### config.mk
export PLATFORM = sky130hd
export DESIGN_NAME = console_cpu_io_register_decode
export DESIGN_NICKNAME = d
export VERILOG_FILES = /design/src/design/cpuio_pkg.sv /design/src/design/console_cpu_io_register_decode.sv
export SDC_FILE = /design/constraint.sdc
export NUM_CORES = 1
export LEC_CHECK = 0
export ABC_AREA = 1
export BUFFER_PORTS_ARGS = -buffer_cell sky130_fd_sc_hd__buf_2
export CORE_MARGIN = 4
export CORE_UTILIZATION = 45
export CTS_CLUSTER_SIZE = 25
export DETAILED_ROUTE_END_ITERATION = 8
export PLACE_DENSITY = 0.68
export SLEW_MARGIN = 15
export SYNTH_ARGS = -nofsm -noshare
export SYNTH_HDL_FRONTEND = slang
export SYNTH_SLANG_ARGS = --single-unit
### constraint.sdc
create_clock -name clk -period 2.2 [get_ports clk]
set_clock_uncertainty 0.05 [all_clocks]
set_input_delay 0.11 -clock clk [delete_from_list [all_inputs] [get_ports clk]]
set_output_delay 0.11 -clock clk [all_outputs]
set_load 0.02 [all_outputs]
### src/design/cpuio_pkg.sv
// Shared types and constants for the CPU I/O register decoder.
package cpuio_pkg;

	// Bus action codes carried by each transaction.
	typedef enum logic [1:0] {
		ACT_READ  = 2'd0,
		ACT_WRITE = 2'd1,
		ACT_TICK  = 2'd2,
		ACT_NONE  = 2'd3
	} action_t;

	// Picture-unit access events.
	localparam logic [3:0] PEV_NONE       = 4'd0;
	localparam logic [3:0] PEV_CTRL_WR    = 4'd1;
	localparam logic [3:0] PEV_STATUS_RD  = 4'd2;
	localparam logic [3:0] PEV_SCROLL_WR  = 4'd3;
	localparam logic [3:0] PEV_OAM_RD     = 4'd4;
	localparam logic [3:0] PEV_OAM_WR     = 4'd5;
	localparam logic [3:0] PEV_ADDR_WR    = 4'd6;
	localparam logic [3:0] PEV_DATA_RD    = 4'd7;
	localparam logic [3:0] PEV_DATA_WR    = 4'd8;

	// Picture-unit register offsets within each 8-byte mirror.
	localparam logic [2:0] PREG_CTRL   = 3'd0;
	localparam logic [2:0] PREG_STATUS = 3'd2;
	localparam logic [2:0] PREG_OAM    = 3'd4;
	localparam logic [2:0] PREG_SCROLL = 3'd5;
	localparam logic [2:0] PREG_ADDR   = 3'd6;
	localparam logic [2:0] PREG_DATA   = 3'd7;

	// I/O register addresses.
	localparam logic [15:0] ADDR_SOUND_BASE = 16'h4000;
	localparam logic [15:0] ADDR_DMA        = 16'h4014;
	localparam logic [15:0] ADDR_STATUS     = 16'h4015;
	localparam logic [15:0] ADDR_PAD1       = 16'h4016;
	localparam logic [15:0] ADDR_PAD2       = 16'h4017;
	localparam logic [4:0]  SOUND_REG_COUNT = 5'd20;

	// Sound index value that means no sound register was written.
	localparam logic [4:0]  NO_SOUND_WRITE  = 5'd20;

endpackage

### src/design/console_cpu_io_register_decode.sv
// CPU I/O register decoder: picture, sound, status, DMA, frame counter and joypads.
//
// Usage:
// Each input transaction is one CPU bus read, one bus write, or the tick at
// the end of an instruction, together with the live status inputs (channel
// activity, picture flags, button bytes, interrupt raise requests). Every
// input transaction yields exactly one result transaction that carries the
// read data, the decoded access events and the stored register values after
// that access.
// An accepted transaction is captured in the input register and is decoded
// into the result register as it leaves. Throughput is one transaction per
// cycle while the receiver does not stall, set by the single pass of decode
// logic between the two registers; state is updated as the item leaves the
// input register.
// The result register frees the input side: a new transaction is taken while
// the previous result still waits, as long as the input register can move.
// When the receiver stalls, the result holds and the input register fills,
// after which in_ready drops until the result is taken.
// Reset clears all stored registers (joypad shifters, interrupt flags, frame
// mode, channel enables, DMA page) and empties both pipeline registers.
module console_cpu_io_register_decode
	import cpuio_pkg::*;
(
	input  logic        clk,
	input  logic        arst_n,
	input  logic        in_valid,
	output logic        in_ready,
	input  logic [1:0]  action,
	input  logic [15:0] address,
	input  logic [7:0]  write_data,
	input  logic [4:0]  channel_active,
	input  logic [2:0]  picture_status_flags,
	input  logic [7:0]  pad1_buttons,
	input  logic [7:0]  pad2_buttons,
	input  logic [1:0]  irq_raise,
	output logic        out_valid,
	input  logic        out_ready,
	output logic [7:0]  read_data,
	output logic [3:0]  picture_event,
	output logic [4:0]  sound_write_index,
	output logic [4:0]  channel_enable,
	output logic        sample_restart,
	output logic        sprite_dma_start,
	output logic [7:0]  sprite_dma_page,
	output logic        frame_mode,
	output logic        frame_restart,
	output logic        irq_pending,
	output logic        pad1_bit,
	output logic        pad2_bit
);

	// Input register.
	logic        valid_s1;
	logic [1:0]  action_s1;
	logic [15:0] address_s1;
	logic [7:0]  wdata_s1;
	logic [4:0]  active_s1;
	logic [2:0]  pflags_s1;
	logic [7:0]  b1_s1;
	logic [7:0]  b2_s1;
	logic [1:0]  raise_s1;

	// Architectural state.
	logic [7:0]  pad1_shift_q, pad2_shift_q;
	logic        pad1_out_q, pad2_out_q, pad_strobe_q;
	logic        frame_irq_q, sample_irq_q;
	logic        frame_mode_q, frame_inhibit_q;
	logic [4:0]  enable_q;
	logic [7:0]  dma_page_q;

	// Result register.
	logic        out_valid_q;
	logic [7:0]  rd_q;
	logic [3:0]  pev_q;
	logic [4:0]  snd_q;
	logic        restart_q, dma_go_q, frestart_q;

	// Next-state and result values from the decode.
	logic [7:0]  pad1_shift_d, pad2_shift_d;
	logic        pad1_out_d, pad2_out_d, pad_strobe_d;
	logic        frame_irq_d, sample_irq_d;
	logic        frame_mode_d, frame_inhibit_d;
	logic [4:0]  enable_d;
	logic [7:0]  dma_page_d;
	logic [7:0]  rd_d;
	logic [3:0]  pev_d;
	logic [4:0]  snd_d;
	logic        restart_d, dma_go_d, frestart_d;
	logic        is_read, is_write, is_access, is_picture, is_sound;

	// Pipeline advance: results move out when the result register is free.
	logic adv_s2, adv_s1;
	assign adv_s2   = !out_valid_q || out_ready;
	assign adv_s1   = valid_s1 && adv_s2;
	assign in_ready = !valid_s1 || adv_s2;

	// Input register capture.
	always_ff @(posedge clk or negedge arst_n) begin
		if (!arst_n) begin
			valid_s1 <= 1'b0;
		end else if (in_ready) begin
			valid_s1 <= in_valid;
		end
	end

	always_ff @(posedge clk) begin
		if (in_ready && in_valid) begin
			action_s1  <= action;
			address_s1 <= address;
			wdata_s1   <= write_data;
			active_s1  <= channel_active;
			pflags_s1  <= picture_status_flags;
			b1_s1      <= pad1_buttons;
			b2_s1      <= pad2_buttons;
			raise_s1   <= irq_raise;
		end
	end

	// Address decode of the held access.
	assign is_read    = (action_s1 == ACT_READ);
	assign is_write   = (action_s1 == ACT_WRITE);
	assign is_access  = is_read || is_write;
	assign is_picture = (address_s1[15:13] == 3'b001);
	assign is_sound   = (address_s1[15:5] == ADDR_SOUND_BASE[15:5])
		&& (address_s1[4:0] < SOUND_REG_COUNT);

	// Register access and tick behavior.
	always_comb begin
		pad1_shift_d    = pad1_shift_q;
		pad2_shift_d    = pad2_shift_q;
		pad1_out_d      = pad1_out_q;
		pad2_out_d      = pad2_out_q;
		pad_strobe_d    = pad_strobe_q;
		frame_irq_d     = frame_irq_q;
		sample_irq_d    = sample_irq_q;
		frame_mode_d    = frame_mode_q;
		frame_inhibit_d = frame_inhibit_q;
		enable_d        = enable_q;
		dma_page_d      = dma_page_q;
		rd_d            = 8'h00;
		pev_d           = PEV_NONE;
		snd_d           = NO_SOUND_WRITE;
		restart_d       = 1'b0;
		dma_go_d        = 1'b0;
		frestart_d      = 1'b0;

		if (is_access) begin
			if (is_picture) begin
				case (address_s1[2:0])
					PREG_CTRL: begin
						pev_d = is_write ? PEV_CTRL_WR : PEV_NONE;
					end
					PREG_STATUS: begin
						if (is_read) begin
							pev_d = PEV_STATUS_RD;
							rd_d  = {pflags_s1, 5'b00000};
						end
					end
					PREG_OAM: begin
						pev_d = is_write ? PEV_OAM_WR : PEV_OAM_RD;
					end
					PREG_SCROLL: begin
						pev_d = is_write ? PEV_SCROLL_WR : PEV_NONE;
					end
					PREG_ADDR: begin
						pev_d = is_write ? PEV_ADDR_WR : PEV_NONE;
					end
					PREG_DATA: begin
						pev_d = is_write ? PEV_DATA_WR : PEV_DATA_RD;
					end
					default: begin
						pev_d = PEV_NONE;
					end
				endcase
			end else if (is_sound) begin
				if (is_write) begin
					snd_d = address_s1[4:0];
				end
			end else if (address_s1 == ADDR_STATUS) begin
				if (is_write) begin
					enable_d     = wdata_s1[4:0];
					sample_irq_d = 1'b0;
					restart_d    = wdata_s1[4];
				end else begin
					rd_d        = {sample_irq_q, frame_irq_q, 1'b0, active_s1};
					frame_irq_d = 1'b0;
				end
			end else if (address_s1 == ADDR_DMA) begin
				if (is_write) begin
					dma_page_d = wdata_s1;
					dma_go_d   = 1'b1;
				end
			end else if (address_s1 == ADDR_PAD1) begin
				if (is_write) begin
					pad_strobe_d = wdata_s1[0];
				end else begin
					rd_d         = {7'b0000000, pad1_out_q};
					pad1_shift_d = {1'b1, pad1_shift_q[7:1]};
				end
			end else if (address_s1 == ADDR_PAD2) begin
				if (is_write) begin
					frame_mode_d    = wdata_s1[7];
					frame_inhibit_d = wdata_s1[6];
					if (wdata_s1[6]) begin
						frame_irq_d = 1'b0;
					end
					frestart_d = 1'b1;
				end else begin
					rd_d         = {7'b0000000, pad2_out_q};
					pad2_shift_d = {1'b1, pad2_shift_q[7:1]};
				end
			end
		end else if (action_s1 == ACT_TICK) begin
			// Raise interrupts, reload joypads while strobed, present bit 0.
			if (raise_s1[0] && !frame_inhibit_q) begin
				frame_irq_d = 1'b1;
			end
			if (raise_s1[1]) begin
				sample_irq_d = 1'b1;
			end
			if (pad_strobe_q) begin
				pad1_shift_d = b1_s1;
				pad2_shift_d = b2_s1;
			end
			pad1_out_d = pad1_shift_d[0];
			pad2_out_d = pad2_shift_d[0];
		end
	end

	// State update as the item leaves the input register.
	always_ff @(posedge clk or negedge arst_n) begin
		if (!arst_n) begin
			pad1_shift_q    <= 8'h00;
			pad2_shift_q    <= 8'h00;
			pad1_out_q      <= 1'b0;
			pad2_out_q      <= 1'b0;
			pad_strobe_q    <= 1'b0;
			frame_irq_q     <= 1'b0;
			sample_irq_q    <= 1'b0;
			frame_mode_q    <= 1'b0;
			frame_inhibit_q <= 1'b0;
			enable_q        <= 5'b00000;
			dma_page_q      <= 8'h00;
			out_valid_q     <= 1'b0;
		end else begin
			if (adv_s1) begin
				pad1_shift_q    <= pad1_shift_d;
				pad2_shift_q    <= pad2_shift_d;
				pad1_out_q      <= pad1_out_d;
				pad2_out_q      <= pad2_out_d;
				pad_strobe_q    <= pad_strobe_d;
				frame_irq_q     <= frame_irq_d;
				sample_irq_q    <= sample_irq_d;
				frame_mode_q    <= frame_mode_d;
				frame_inhibit_q <= frame_inhibit_d;
				enable_q        <= enable_d;
				dma_page_q      <= dma_page_d;
			end
			if (adv_s2) begin
				out_valid_q <= valid_s1;
			end
		end
	end

	// Per-access result fields.
	always_ff @(posedge clk) begin
		if (adv_s1) begin
			rd_q       <= rd_d;
			pev_q      <= pev_d;
			snd_q      <= snd_d;
			restart_q  <= restart_d;
			dma_go_q   <= dma_go_d;
			frestart_q <= frestart_d;
		end
	end

	// Stored registers already hold the values after the last delivered
	// access, since the next state is only written as its result is loaded.
	assign out_valid         = out_valid_q;
	assign read_data         = rd_q;
	assign picture_event     = pev_q;
	assign sound_write_index = snd_q;
	assign channel_enable    = enable_q;
	assign sample_restart    = restart_q;
	assign sprite_dma_start  = dma_go_q;
	assign sprite_dma_page   = dma_page_q;
	assign frame_mode        = frame_mode_q;
	assign frame_restart     = frestart_q;
	assign irq_pending       = frame_irq_q || sample_irq_q;
	assign pad1_bit          = pad1_out_q;
	assign pad2_bit          = pad2_out_q;

endmodule

==> impl_summary.md <==
Power and ir drop
The design draws 4.54 mW. The analysis attributes to cell leakage a power of 2.70 nW. In this run the power density over the cells is 758 nW/um^2. The maximum vdd ir drop is 0.000335 V.

Hold path
The class of the tightest hold or removal check is input port to async pin.

Setup path
The largest fanout on the critical path is 35. The data arrival time of the worst path is 1.82 ns. The element type at the critical path end is a register.

The critical path in this run is classified as input port to register. The required time of the worst setup path is 2.26 ns. STA classifies the critical path startpoint as an input port. The worst register-to-register path has a setup slack of 0.49 ns.

STA
The final cycle utilization of the critical path is 79.7%. Static timing analysis puts the maximum clock frequency at 0.570 GHz. Headroom to the max-slew limit came out at 42.8%. The final-report hold violation count is 0. The setup violation total in the final timing report is 0. The transition time at the pin with the least slew margin is 0.858 ns. Setup repair after global routing left no endpoint under its margin.

The total count of max-transition violations in the final report is 0. The worst path in the final design needs a cycle of 1.75 ns, including I/O delays and setup. For the final routed database, the setup TNS stands at 0 ns.

Global routing
The number of antenna violations at the first check in global routing was 0. The largest net degree at the start of global routing is 39. The total overflow left after global routing is 0. The wire length of the first global-routing pass is 15.5 mm.

Global routing used 16.7% of the available tracks across all layers. The via count of the first global-routing pass was 3,364.

Placement
The post-detailed-placement half-perimeter wirelength is 6.46 mm. Port buffering added 94 buffers. The congestion estimate from routability-driven global placement came to 0.866.

Detailed routing
The vias after detailed routing is 3,374. The number of design-rule violations left by the first detailed-router iteration is 232. For this block, the routed nets add up to 9.31 mm of wire. Using the TritonRoute via totals, the vias-per-cell ratio works out to 4.75. In the final routed layout, each cell accounts on average for 13.1 microns.

For this run, the detailed router's first-pass iteration total came to 4. Once detail routing completed, the nets flagged for antenna violations numbered 0. For this run, design rule violations remaining after detail routing come to 0.

Clock network
Post-CTS repair changed the size of 0 cells. The library cell used as clock root buffer is clkbuf_8. The clock transition at the registers of the reported paths is 0.10 ns.

The number of buffers created by CTS is 9. The maximum buffer depth of the clock tree is 2. The clock tree from TritonCTS is built. The clock insertion delay at the later pin of the skew report is 0.37 ns. Once the clock tree was built, the setup fixing pass inserted 0 buffers. The clock drives 110 sinks.

The maximum level of the CTS H-tree is 3.

Die
The number of top-level design ports is 95. Measured along the y axis, the die boundary spans 109 microns. The area of the core is 9860 sq um. Once the floorplan was initialized, standard cells occupied 46.6% of the core. The die outline width is 109 microns. The die covers 11,900 sq um.

The total number of placement rows is 36.

Final layout
The utilization of the core after routing is 60.7%. The area growth from synthesis to layout is 30.2%. The layout net count is 628. Cells with a size suffix above 1 make up 27.7% of the layout.

0 antenna diodes ended up in the layout.

Logic synthesis
The netlist uses 33 different library cells. Counting every net in the synthesized netlist gives 470. During synthesis, Yosys emitted a total of 0 warnings.

After Yosys synthesis, XOR and XNOR cells account for 0% of the synthesized area. The cell area after synthesis is 4600 sq um. A synthesized cell averages 11.1 sq um. Of the synthesized area, sequential elements account for 67.7%. By area, the combinational part of the netlist is dominated by simple AND/OR/NAND/NOR gates.

Of the total synthesized cell area, the portion taken by AND, OR, NAND and NOR gates is 19.3%. The number of synthesized register bits is 110. After Yosys synthesis, full adders, half adders and majority gates account for 0% of the synthesized area.

Of the post-synthesis cell area, the part taken by muxes is 0%. Counting every instance in the synthesized netlist gives 414. Summing the areas of all compound-gate instances in the mapped netlist gives 7.51% of the synthesized area.

Run status
The run finished with clean final reports.

Flow run
The tool flagged a number of max-cap violations equal to 0.
[per-stage QoR]
stage | std cells | setup slack, ns | area (sq um) | hold slack, ns
3_3_place_gp | 638 | 0.543 | 5230 | 0.209
5_1_grt | 710 | 0.277 | 5980 | 0.385
4_1_cts | 710 | 0.430 | 5980 | 0.363
6_report | 710 | 0.447 | 5980 | 0.340
3_5_place_dp | 638 | 0.508 | 5230 | 0.210
2_1_floorplan | 414 | 0.0849 | 4600 | -0.236
[cell type report]
| type | count | area, sq um |
|---|---|---|
| clock buffer | 12 | 135 |
| clock inverter | 4 | 55.1 |
| fill | 840 | 3880 |
| inverter | 50 | 191 |
| multi-input combinational | 245 | 1230 |
| sequential | 110 | 3110 |
| tap | 133 | 166 |
| timing repair buffer | 156 | 1090 |
[cell usage after synthesis (all sizes together)]
| master | n | area, sq um |
|---|---|---|
| nand3 | 31 | 173 |
| edfxtp | 72 | 2160 |
| inv | 49 | 184 |
| a21boi | 1 | 7.51 |
| a211oi | 2 | 15.0 |
| dfrtp | 38 | 951 |
| a21oi | 11 | 55.1 |
| nand3b | 1 | 20.0 |
| or2 | 2 | 12.5 |
| buf | 8 | 58.8 |
| nor2 | 45 | 198 |
| nor3b | 1 | 7.51 |
| clkbuf | 1 | 3.75 |
| nand4 | 2 | 12.5 |
| clkinv | 1 | 3.75 |
| nor4 | 1 | 6.26 |
| nor3 | 3 | 20.0 |
| o21ai | 37 | 249 |
| a31oi | 3 | 18.8 |
| nand2 | 105 | 439 |
[state kept, by name, summed over array words and instances (netlist names), 3 cells and up]
name               count
wdata_s1               8
pflags_s1              3
pad1_shift_q           8
channel_enable         5
sprite_dma_page        8
active_s1              5
b1_s1                  8
sound_write_index      5
address_s1            16
read_data              8
picture_event          4
pad2_shift_q           8
b2_s1                  8
[worst max-delay path: stages]
cell and delay, ns:
dlygate4sd3_1 0.53, buf_2 0.11, inv_1 0.07, nand3_1 0.10, nand2_1 0.14, clkinvlp_4 0.40
buf_12 0.34
[worst paths after layout]
kind | cells past startpoint | to | start
hold reg to reg | 2 | sprite_dma_page[4]$_DFFE_PN0P_ | sprite_dma_page[4]$_DFFE_PN0P_
setup / recovery | 7 | address_s1[7]$_DFFE_PP_ | out_ready
setup reg to reg | 8 | pad1_shift_q[1]$_DFFE_PN0P_ | address_s1[13]$_DFFE_PP_
min in group clk | 2 | address_s1[8]$_DFFE_PP_ | address[8]
max in group asynchronous | 2 | frame_inhibit_q$_DFFE_PN0P_ | arst_n
hold / removal | 2 | channel_enable[3]$_DFFE_PN0P_ | arst_n
[power breakdown]
| group | internal, mW | switching (mW) | total, mW |
|---|---|---|---|
| Sequential | 2.48 | 0.129 | 2.61 |
| Clock | 0.535 | 0.658 | 1.19 |
| Combinational | 0.305 | 0.430 | 0.734 |
[per-layer routing]
| metal | track usage, % | wire length, microns | vias to the layer above |
|---|---|---|---|
| met5 | 0 | 0 | - |
| met4 | 5.86 | 140 | 0 |
| met3 | 2.96 | 567 | 12 |
| met2 | 29.3 | 4790 | 91 |
| met1 | 20.9 | 3810 | 1589 |
| li1 | - | - | 1682 |
[logic make-up (layout without fill, tap and decap cells)]
group                  count (synthesis)  after routing
AOI/OAI and AO/OA                     54             54
buffers and inverters                 59            222
DFF                                  110            110
and+or+nand+nor                      191            191
[what timing repair did]
item                       CTS  global route
setup endpoints to repair    0             0
hold buffers                56             0
hold endpoints to repair    92             0
[layout by cell type, fill, tap and decap left out, types with 3 or more instances in the layout]
| master | count |
|---|---|
| buf_2 | 94 |
| nand2_1 | 91 |
| edfxtp_1 | 72 |
| dlygate4sd3_1 | 56 |
| nor2_1 | 41 |
| inv_1 | 41 |
| dfrtp_1 | 38 |
| nand3_1 | 29 |
| o21ai_2 | 14 |
| nand2_2 | 12 |
| o21ai_1 | 12 |
| a21oi_1 | 11 |
| o21ai_0 | 10 |
| clkbuf_8 | 9 |
| inv_2 | 7 |
| buf_4 | 5 |
| a31oi_1 | 3 |
| clkbuf_1 | 3 |
Note: power is estimated with default switching activity, not from simulation.
